**src/design/hce_pkg.sv**
```systemverilog
// Package for the Hill cipher encryption unit.
// Holds the sizes, character codes, register indexes and shared types.
// No dependencies.
`timescale 1ns / 1ps

package hce_pkg;

  localparam int MaxKey    = 7;
  localparam int LetterW   = 5;
  localparam int SizeW     = 3;
  localparam int SumW      = 13;
  localparam int RecipW    = 12;
  localparam int RecipShift = 16;

  localparam logic [LetterW-1:0] PadValue = 5'd23;
  localparam logic [4:0]         Alpha    = 5'd26;
  localparam logic [RecipW-1:0]  RecipAlpha = 12'd2521;

  localparam logic [7:0] LowerA = 8'd97;
  localparam logic [7:0] LowerZ = 8'd122;
  localparam logic [7:0] UpperA = 8'd65;
  localparam logic [7:0] UpperZ = 8'd90;

  localparam logic [SizeW-1:0] CfgKeySize = 3'd0;
  localparam logic [SizeW-1:0] KeySizeRst = 3'd2;

  typedef enum logic [1:0] {
    ClsLower,
    ClsUpper,
    ClsOther
  } byte_cls_e;

  typedef logic [MaxKey-1:0][LetterW-1:0] row_t;
  typedef row_t [MaxKey-1:0]              key_mat_t;

  typedef struct packed {
    row_t             letters;
    logic [SizeW-1:0] size;
  } blk_t;

endpackage

```
**src/design/hill_cipher_encrypt_unit.sv**
```systemverilog
// Hill cipher encryption unit: one text byte per cycle while the block queue has room.
// A closing byte queues its block; its letters then pass the sum and output registers.
// The back end emits one letter per cycle while out_ready_i is high, key_size letters per block (one for key_size 0).
// Reset clears the fill count, queue, pipeline valids, key rows and sets key_size to 2.
// Uses hce_pkg, hce_front, hce_queue and hce_back.
`timescale 1ns / 1ps

module hill_cipher_encrypt_unit (
  input  logic                      clk_i,
  input  logic                      rst_ni,
  input  logic                      cfg_valid_i,
  output logic                      cfg_ready_o,
  input  logic [hce_pkg::SizeW-1:0] cfg_index_i,
  input  logic [34:0]               cfg_data_i,
  input  logic                      in_valid_i,
  output logic                      in_ready_o,
  input  logic [7:0]                text_byte_i,
  input  logic                      end_of_text_i,
  output logic                      out_valid_o,
  input  logic                      out_ready_i,
  output logic [6:0]                cipher_letter_o,
  output logic                      block_end_o
);
  import hce_pkg::*;

  logic [SizeW-1:0] key_size_q;
  logic [SizeW-1:0] size_act;
  key_mat_t         key_q;
  logic             cfg_we;
  logic             push;
  blk_t             blk;
  logic             full;
  logic             head_valid;
  blk_t             head;
  logic             pop;

  assign cfg_ready_o = 1'b1;
  assign cfg_we      = cfg_valid_i && cfg_ready_o;
  assign size_act    = (key_size_q == '0) ? 3'd1 : key_size_q;

  always_ff @(posedge clk_i or negedge rst_ni) begin
    if (!rst_ni) begin
      key_size_q <= KeySizeRst;
      key_q      <= '0;
    end else if (cfg_we) begin
      if (cfg_index_i == CfgKeySize) begin
        key_size_q <= cfg_data_i[SizeW-1:0];
      end
      for (int r = 0; r < MaxKey; r++) begin
        if (cfg_index_i == SizeW'(r + 1)) begin
          key_q[r] <= cfg_data_i;
        end
      end
    end
  end

  hce_front u_front (
    .clk_i         (clk_i),
    .rst_ni        (rst_ni),
    .in_valid_i    (in_valid_i),
    .in_ready_o    (in_ready_o),
    .text_byte_i   (text_byte_i),
    .end_of_text_i (end_of_text_i),
    .size_i        (size_act),
    .full_i        (full),
    .push_o        (push),
    .blk_o         (blk)
  );

  hce_queue u_queue (
    .clk_i   (clk_i),
    .rst_ni  (rst_ni),
    .push_i  (push),
    .blk_i   (blk),
    .pop_i   (pop),
    .full_o  (full),
    .valid_o (head_valid),
    .head_o  (head)
  );

  hce_back u_back (
    .clk_i           (clk_i),
    .rst_ni          (rst_ni),
    .head_valid_i    (head_valid),
    .head_i          (head),
    .pop_o           (pop),
    .key_i           (key_q),
    .out_valid_o     (out_valid_o),
    .out_ready_i     (out_ready_i),
    .cipher_letter_o (cipher_letter_o),
    .block_end_o     (block_end_o)
  );

  a_letter_range: assert property (@(posedge clk_i) disable iff (!rst_ni)
    out_valid_o |-> (cipher_letter_o >= 7'd97 && cipher_letter_o <= 7'd122))
    else $error("cipher letter out of range");

  a_no_push_full: assert property (@(posedge clk_i) disable iff (!rst_ni)
    push |-> !full)
    else $error("block pushed into full queue");

  a_pop_valid: assert property (@(posedge clk_i) disable iff (!rst_ni)
    pop |-> head_valid)
    else $error("pop from empty queue");

endmodule

```
**src/design/hce_front.sv**
```systemverilog
// Front end: classifies text bytes, collects letters and closes blocks.
// Uses hce_pkg; feeds the block queue.
`timescale 1ns / 1ps

module hce_front (
  input  logic                      clk_i,
  input  logic                      rst_ni,
  input  logic                      in_valid_i,
  output logic                      in_ready_o,
  input  logic [7:0]                text_byte_i,
  input  logic                      end_of_text_i,
  input  logic [hce_pkg::SizeW-1:0] size_i,
  input  logic                      full_i,
  output logic                      push_o,
  output hce_pkg::blk_t             blk_o
);
  import hce_pkg::*;

  logic [SizeW-1:0]   fill_q, fill_d;
  row_t               letters_q;
  byte_cls_e          cls;
  logic [LetterW-1:0] val;
  logic               accept;
  logic               is_letter;
  logic               is_eot;
  logic [SizeW-1:0]   fill_w;

  assign in_ready_o = !full_i;
  assign accept     = in_valid_i && in_ready_o;

  always_comb begin
    if (text_byte_i >= LowerA && text_byte_i <= LowerZ) begin
      cls = ClsLower;
    end else if (text_byte_i >= UpperA && text_byte_i <= UpperZ) begin
      cls = ClsUpper;
    end else begin
      cls = ClsOther;
    end
  end

  always_comb begin
    unique case (cls)
      ClsLower: val = LetterW'(text_byte_i - LowerA);
      ClsUpper: val = LetterW'(text_byte_i - UpperA);
      default:  val = '0;
    endcase
  end

  assign is_eot    = accept && end_of_text_i;
  assign is_letter = accept && !end_of_text_i && (cls != ClsOther);
  assign fill_w    = (fill_q < SizeW'(MaxKey)) ? fill_q + 3'd1 : fill_q;

  always_comb begin
    push_o = 1'b0;
    if (is_letter) begin
      push_o = (fill_w >= size_i);
    end else if (is_eot) begin
      push_o = (fill_q != '0);
    end
  end

  always_comb begin
    for (int k = 0; k < MaxKey; k++) begin
      if (is_letter && fill_q == SizeW'(k)) begin
        blk_o.letters[k] = val;
      end else if (is_eot && SizeW'(k) >= fill_q) begin
        blk_o.letters[k] = PadValue;
      end else begin
        blk_o.letters[k] = letters_q[k];
      end
    end
    blk_o.size = size_i;
  end

  always_comb begin
    fill_d = fill_q;
    if (push_o) begin
      fill_d = '0;
    end else if (is_letter) begin
      fill_d = fill_w;
    end
  end

  always_ff @(posedge clk_i or negedge rst_ni) begin
    if (!rst_ni) begin
      fill_q <= '0;
    end else begin
      fill_q <= fill_d;
    end
  end

  always_ff @(posedge clk_i) begin
    for (int k = 0; k < MaxKey; k++) begin
      if (is_letter && fill_q == SizeW'(k)) begin
        letters_q[k] <= val;
      end
    end
  end

endmodule

```
**src/design/hce_queue.sv**
```systemverilog
// Two-entry block queue between front end and back end.
// Uses hce_pkg for the block type.
`timescale 1ns / 1ps

module hce_queue (
  input  logic          clk_i,
  input  logic          rst_ni,
  input  logic          push_i,
  input  hce_pkg::blk_t blk_i,
  input  logic          pop_i,
  output logic          full_o,
  output logic          valid_o,
  output hce_pkg::blk_t head_o
);
  import hce_pkg::*;

  blk_t       mem_q [2];
  logic       wr_ptr_q, rd_ptr_q;
  logic [1:0] count_q, count_d;

  assign full_o  = (count_q == 2'd2);
  assign valid_o = (count_q != 2'd0);
  assign head_o  = mem_q[rd_ptr_q];

  always_comb begin
    count_d = count_q;
    if (push_i && !pop_i) begin
      count_d = count_q + 2'd1;
    end else if (pop_i && !push_i) begin
      count_d = count_q - 2'd1;
    end
  end

  always_ff @(posedge clk_i or negedge rst_ni) begin
    if (!rst_ni) begin
      wr_ptr_q <= 1'b0;
      rd_ptr_q <= 1'b0;
      count_q  <= '0;
    end else begin
      count_q <= count_d;
      if (push_i) begin
        wr_ptr_q <= !wr_ptr_q;
      end
      if (pop_i) begin
        rd_ptr_q <= !rd_ptr_q;
      end
    end
  end

  always_ff @(posedge clk_i) begin
    if (push_i) begin
      mem_q[wr_ptr_q] <= blk_i;
    end
  end

endmodule

```
**src/design/hce_back.sv**
```systemverilog
// Back end: one key row per cycle unless the output stalls, dot product then mod 26 reduction.
// Uses hce_pkg; drains the block queue and drives the result port.
`timescale 1ns / 1ps

module hce_back (
  input  logic             clk_i,
  input  logic             rst_ni,
  input  logic             head_valid_i,
  input  hce_pkg::blk_t    head_i,
  output logic             pop_o,
  input  hce_pkg::key_mat_t key_i,
  output logic             out_valid_o,
  input  logic             out_ready_i,
  output logic [6:0]       cipher_letter_o,
  output logic             block_end_o
);
  import hce_pkg::*;

  logic [SizeW-1:0]           row_q, row_d;
  logic                       a_valid_q;
  logic [SumW-1:0]            sum_q, sum_d;
  logic                       a_last_q;
  logic                       out_valid_q;
  logic [LetterW-1:0]         letter_q;
  logic                       last_q;
  logic                       out_load;
  logic                       a_load;
  logic                       row_last;
  row_t                       key_row;
  logic [SumW+RecipW-1:0]     quot_full;
  logic [7:0]                 quot;
  logic [SumW-1:0]            rem_full;
  logic [LetterW-1:0]         rem;

  assign out_load = a_valid_q && (!out_valid_q || out_ready_i);
  assign a_load   = head_valid_i && (!a_valid_q || out_load);
  assign row_last = (row_q == head_i.size - 3'd1);
  assign pop_o    = a_load && row_last;
  assign key_row  = key_i[row_q];

  always_comb begin
    sum_d = '0;
    for (int j = 0; j < MaxKey; j++) begin
      if (SizeW'(j) < head_i.size) begin
        sum_d = sum_d + SumW'(key_row[j]) * SumW'(head_i.letters[j]);
      end
    end
  end

  always_comb begin
    row_d = row_q;
    if (a_load) begin
      row_d = row_last ? '0 : row_q + 3'd1;
    end
  end

  always_comb begin
    quot_full = (SumW+RecipW)'(sum_q) * (SumW+RecipW)'(RecipAlpha);
    quot      = 8'(quot_full >> RecipShift);
    rem_full  = sum_q - SumW'(quot) * SumW'(Alpha);
    if (rem_full >= SumW'(Alpha)) begin
      rem = LetterW'(rem_full - SumW'(Alpha));
    end else begin
      rem = LetterW'(rem_full);
    end
  end

  always_ff @(posedge clk_i or negedge rst_ni) begin
    if (!rst_ni) begin
      row_q       <= '0;
      a_valid_q   <= 1'b0;
      out_valid_q <= 1'b0;
    end else begin
      row_q <= row_d;
      if (a_load) begin
        a_valid_q <= 1'b1;
      end else if (out_load) begin
        a_valid_q <= 1'b0;
      end
      if (out_load) begin
        out_valid_q <= 1'b1;
      end else if (out_ready_i) begin
        out_valid_q <= 1'b0;
      end
    end
  end

  always_ff @(posedge clk_i) begin
    if (a_load) begin
      sum_q    <= sum_d;
      a_last_q <= row_last;
    end
    if (out_load) begin
      letter_q <= rem;
      last_q   <= a_last_q;
    end
  end

  assign out_valid_o     = out_valid_q;
  assign cipher_letter_o = 7'(LowerA) + {2'b00, letter_q};
  assign block_end_o     = last_q;

endmodule
```
**config.mk**
```make
export PLATFORM = sky130hd
export DESIGN_NAME = hill_cipher_encrypt_unit
export DESIGN_NICKNAME = d
export VERILOG_FILES = /design/src/design/hce_pkg.sv /design/src/design/hill_cipher_encrypt_unit.sv /design/src/design/hce_front.sv /design/src/design/hce_queue.sv /design/src/design/hce_back.sv
export SDC_FILE = /design/constraint.sdc
export NUM_CORES = 1
export LEC_CHECK = 0
export BUFFER_PORTS_ARGS = -buffer_cell sky130_fd_sc_hd__buf_2
export CAP_MARGIN = 20
export CORE_MARGIN = 1.5
export CORE_UTILIZATION = 65
export DETAILED_ROUTE_END_ITERATION = 16
export PLACE_DENSITY_LB_ADDON = 0.15
export SETUP_SLACK_MARGIN = 0.5
export SYNTH_ARGS = -nofsm -noshare
export SYNTH_HDL_FRONTEND = slang
export SYNTH_HIERARCHICAL = 1
export SYNTH_SLANG_ARGS = --single-unit
```
**constraint.sdc**
```tcl
create_clock -name clk_i -period 25.1 [get_ports clk_i]
set_clock_uncertainty 0.2 [all_clocks]
set_input_delay 5.02 -clock clk_i [delete_from_list [all_inputs] [get_ports clk_i]]
set_output_delay 5.02 -clock clk_i [all_outputs]
set_load 0.05 [all_outputs]
```
==> impl_summary.log <==
INFO  metric run_status = completed
INFO  metric drtPass1Iterations = 6
INFO  metric route.detailed.vias_per_inst = between 6 and 7
INFO  metric track_usage = 28.8%
INFO  metric max_transition_margin = a little over a quarter
INFO  metric worst_skew_pair.late_latency = 570 ps
INFO  metric grt_util_met1 = 38.8%
INFO  metric post-synth-top-area-fraction = 21.9%
INFO  metric timing.final.hold_violations = 0
INFO  metric postSynthNetCount = 3004
INFO  metric placement.cell_area = about 30000 um^2
INFO  metric ys.warnings.count = 6
INFO  metric rsz_0062_raised_after_global_routing = no
INFO  metric netlist_area = roughly 30000 um^2
INFO  metric globalRouteMet2Util = 49.3%
INFO  metric period_share = between 70% and 80%
INFO  metric cts_tree = done
INFO  metric die_width = 216 um
INFO  metric cts.htree.levels = 2
INFO  metric overall_die_area = 46800 um^2
INFO  metric yosysMostFrequentCell = inv_1
INFO  metric fill_cells = 3229
INFO  metric global_route.usage.met3 = 3.10%
INFO  metric syn-mean-instance-area = ~12 um^2
INFO  metric pin_count = 63
INFO  metric syn-instance-count = about 2500
INFO  metric synth.ff_latch_count = approximately 400
INFO  metric total_via_count_in_the_routed_design = 19200
INFO  metric startpoint_type = flop
INFO  metric antenna_cells = 0
INFO  metric post-synth-top-area-cell = dfrtp_1
INFO  metric ys_types = 94
INFO  metric number_of_maximum_capacitance_constraint_violations = 0
INFO  metric worst_ep_arrival_time = 20120 ps
INFO  metric gp_congestion = 0.867
INFO  metric grt-busiest-layer = met2
INFO  metric fmaxAchievable = 0.0500 GHz
INFO  metric layout_min_cycle_time = 20000 ps
INFO  metric drcViolationCount = 0
INFO  metric dpl.hpwl = 47500 um
INFO  metric tightest_slew = about 1100 ps
INFO  metric first_iter_violations = 1140
INFO  metric ctsResizeCount = 0
INFO  metric wl = 65000 um
INFO  metric setup_violations = 0
INFO  metric critPathRequiredTime = 25220 ps
INFO  metric yosys-top-cells-count = inv_1, dfrtp_1, ha_1
INFO  metric overall_overflow_remaining_after_global_route = 0
INFO  metric min-delay-path-class = flop to flop
INFO  metric timing.critical_path.mode_cell = fa_1
INFO  metric grt_pass1_vias = 20000
INFO  metric grt_antenna_before_repair = 3
INFO  metric post-cts-setup-buffer-count = 0
INFO  metric ys_seq_area_share = approximately a third
INFO  metric final_layout_size_suffix_gt1_share = 20.2%
INFO  metric hold-path-cell-count = 0
INFO  metric cp_slowest_cell = dfrtp_4
INFO  metric placementRows = 78
INFO  metric fin_nets = 3034
INFO  metric grt_pass1_wl = ~110000 um
INFO  metric critPathMaxFanout = 45
INFO  metric layout.cell_area.non_filler = 31700 um^2
INFO  metric cts-buffers-inserted = 42
INFO  metric clock_path_buffers = 3
INFO  metric cp-end-kind = flop
INFO  metric ys_flop_type = dfrtp_1
INFO  metric final_layout_setup_total_negative_slack = 0 ps
INFO  metric floorplan.initialDensity = ~66%
INFO  metric io_buffer_count = approximately 60
INFO  metric r2r.worst_path.cells = 61
INFO  metric clk_transition_reported_paths = 70 ps
INFO  metric slew_violations = 0
INFO  metric synth_enable_flop_cells = 131
INFO  metric postRouteAntennaNets = 0
INFO  metric numClockSinks = 391
INFO  metric root_buffer = clkbuf_16
INFO  metric ys_async_sr_fraction = 66.5%
INFO  metric syn_to_final_growth = 7.05%
INFO  metric delay_contributed_by_the_slowest_stage_of_the_critical_path = slightly above 900 ps
INFO  metric yosys-top-cells-area = dfrtp_1, edfxtp_1, fa_1
INFO  metric largest_net_degree_at_the_start_of_global_routing = ~110
INFO  metric core_area = 45200 um^2
INFO  metric critical_path_class = flop to flop
INFO  metric detail_route.wl_per_cell = 20.4 um
INFO  metric post_cts_hold_buffer_count = 0
INFO  metric y_dimension_of_the_die = approximately 220 um
==> cells in the final DEF (no fill, tap or decap), types with 57 or more instances in the layout <==
| cell | count |
|---|---|
| edfxtp_1 | 131 |
| nor2b_1 | 84 |
| o21ai_0 | 62 |
| a21oi_1 | 102 |
| fa_1 | 163 |
| nand2b_1 | 57 |
| mux2_4 | 104 |
| nor2_1 | 121 |
| ha_1 | 259 |
| mux2_2 | 189 |
| inv_1 | 262 |
| nand2_1 | 127 |
| mux2i_1 | 74 |
| dfrtp_1 | 256 |
| buf_2 | 60 |
==> critical path: cells and delay by family (launching register included) <==
family          cells  cell delay [ps]
fa+ha+maj          28            12860
buf+inv             7              280
compound gates      7             1750
xor+xnor            6             1010
simple gates        9             1490
flops               1              930
mux                 4             1150
==> registers in the layout, indices dropped and copies added (netlist names) <==
name,cells
u_back/out_valid_o,1
u_front/fill_q,3
key_size_q,3
u_back/sum_q,13
u_queue/wr_ptr_q,1
u_queue/rd_ptr_q,1
u_back/row_q,3
u_back/a_last_q,1
u_front/letters_q,35
u_back/a_valid_q,1
u_queue/count_q,2
u_queue/mem_q,76
u_back/letter_q,5
u_back/block_end_o,1
key_q,245
==> routing by layer <==
layer	wire length, um	part of all wire [%]
met1	28200	43
met2	32200	49
met3	2850	4.4
met4	1770	2.7
met5	37	0.057
==> cell families (layout without fill, tap and decap cells) <==
logic type	Yosys count	count (layout)	synth area share, %
AND/OR/NAND/NOR	548	548	9.80
adder cells (fa/ha/maj)	422	422	22.0
multiplexers	412	412	18.1
flip-flops	391	391	35.3
buffers and inverters	356	418	5.28
AO/OA/AOI/OAI	322	322	7.22
XOR/XNOR	78	78	2.33
other	1	1	0.0127
==> through the flow <==
stage	utilization, %	worst slack (ps)	std cells	hold WS (ps)
5_1_grt	70.1	4330	3192	258
3_3_place_gp	66.9	5600	3114	206
6_report	70.1	5100	3192	228
2_1_floorplan	-	6070	2530	200
3_5_place_dp	66.9	5140	3114	212
4_1_cts	70.0	5130	3190	227
==> area by class of cell <==
type | count | area (um^2) | area share, %
repair buffers | 79 | 483 | 1.52
flip-flops and latches | 391 | 10500 | 33.0
multi-input cells | 1783 | 17600 | 55.6
inverters | 263 | 987 | 3.12
clock buffers | 61 | 1230 | 3.89
well taps | 600 | 751 | 2.37
clock inverters | 15 | 176 | 0.557
==> path summary, 6_finish.rpt <==
check                                     endpoint             from  slack [ps]
worst min-delay path            u_back/block_end_o  u_back/a_last_q         230
max in group asynchronous            key_size_q[1]           rst_ni       18270
worst max-delay path              u_back/sum_q[12]  u_back/row_q[1]        5100
min in group asynchronous                key_q[58]           rst_ni        4290
worst max register to register    u_back/sum_q[12]  u_back/row_q[1]        5100
worst min register to register  u_back/block_end_o  u_back/a_last_q         230
Power is left out: the tool's default activity adds up to more than one toggle a clock period on the data nets, which glitch-free logic cannot reach.
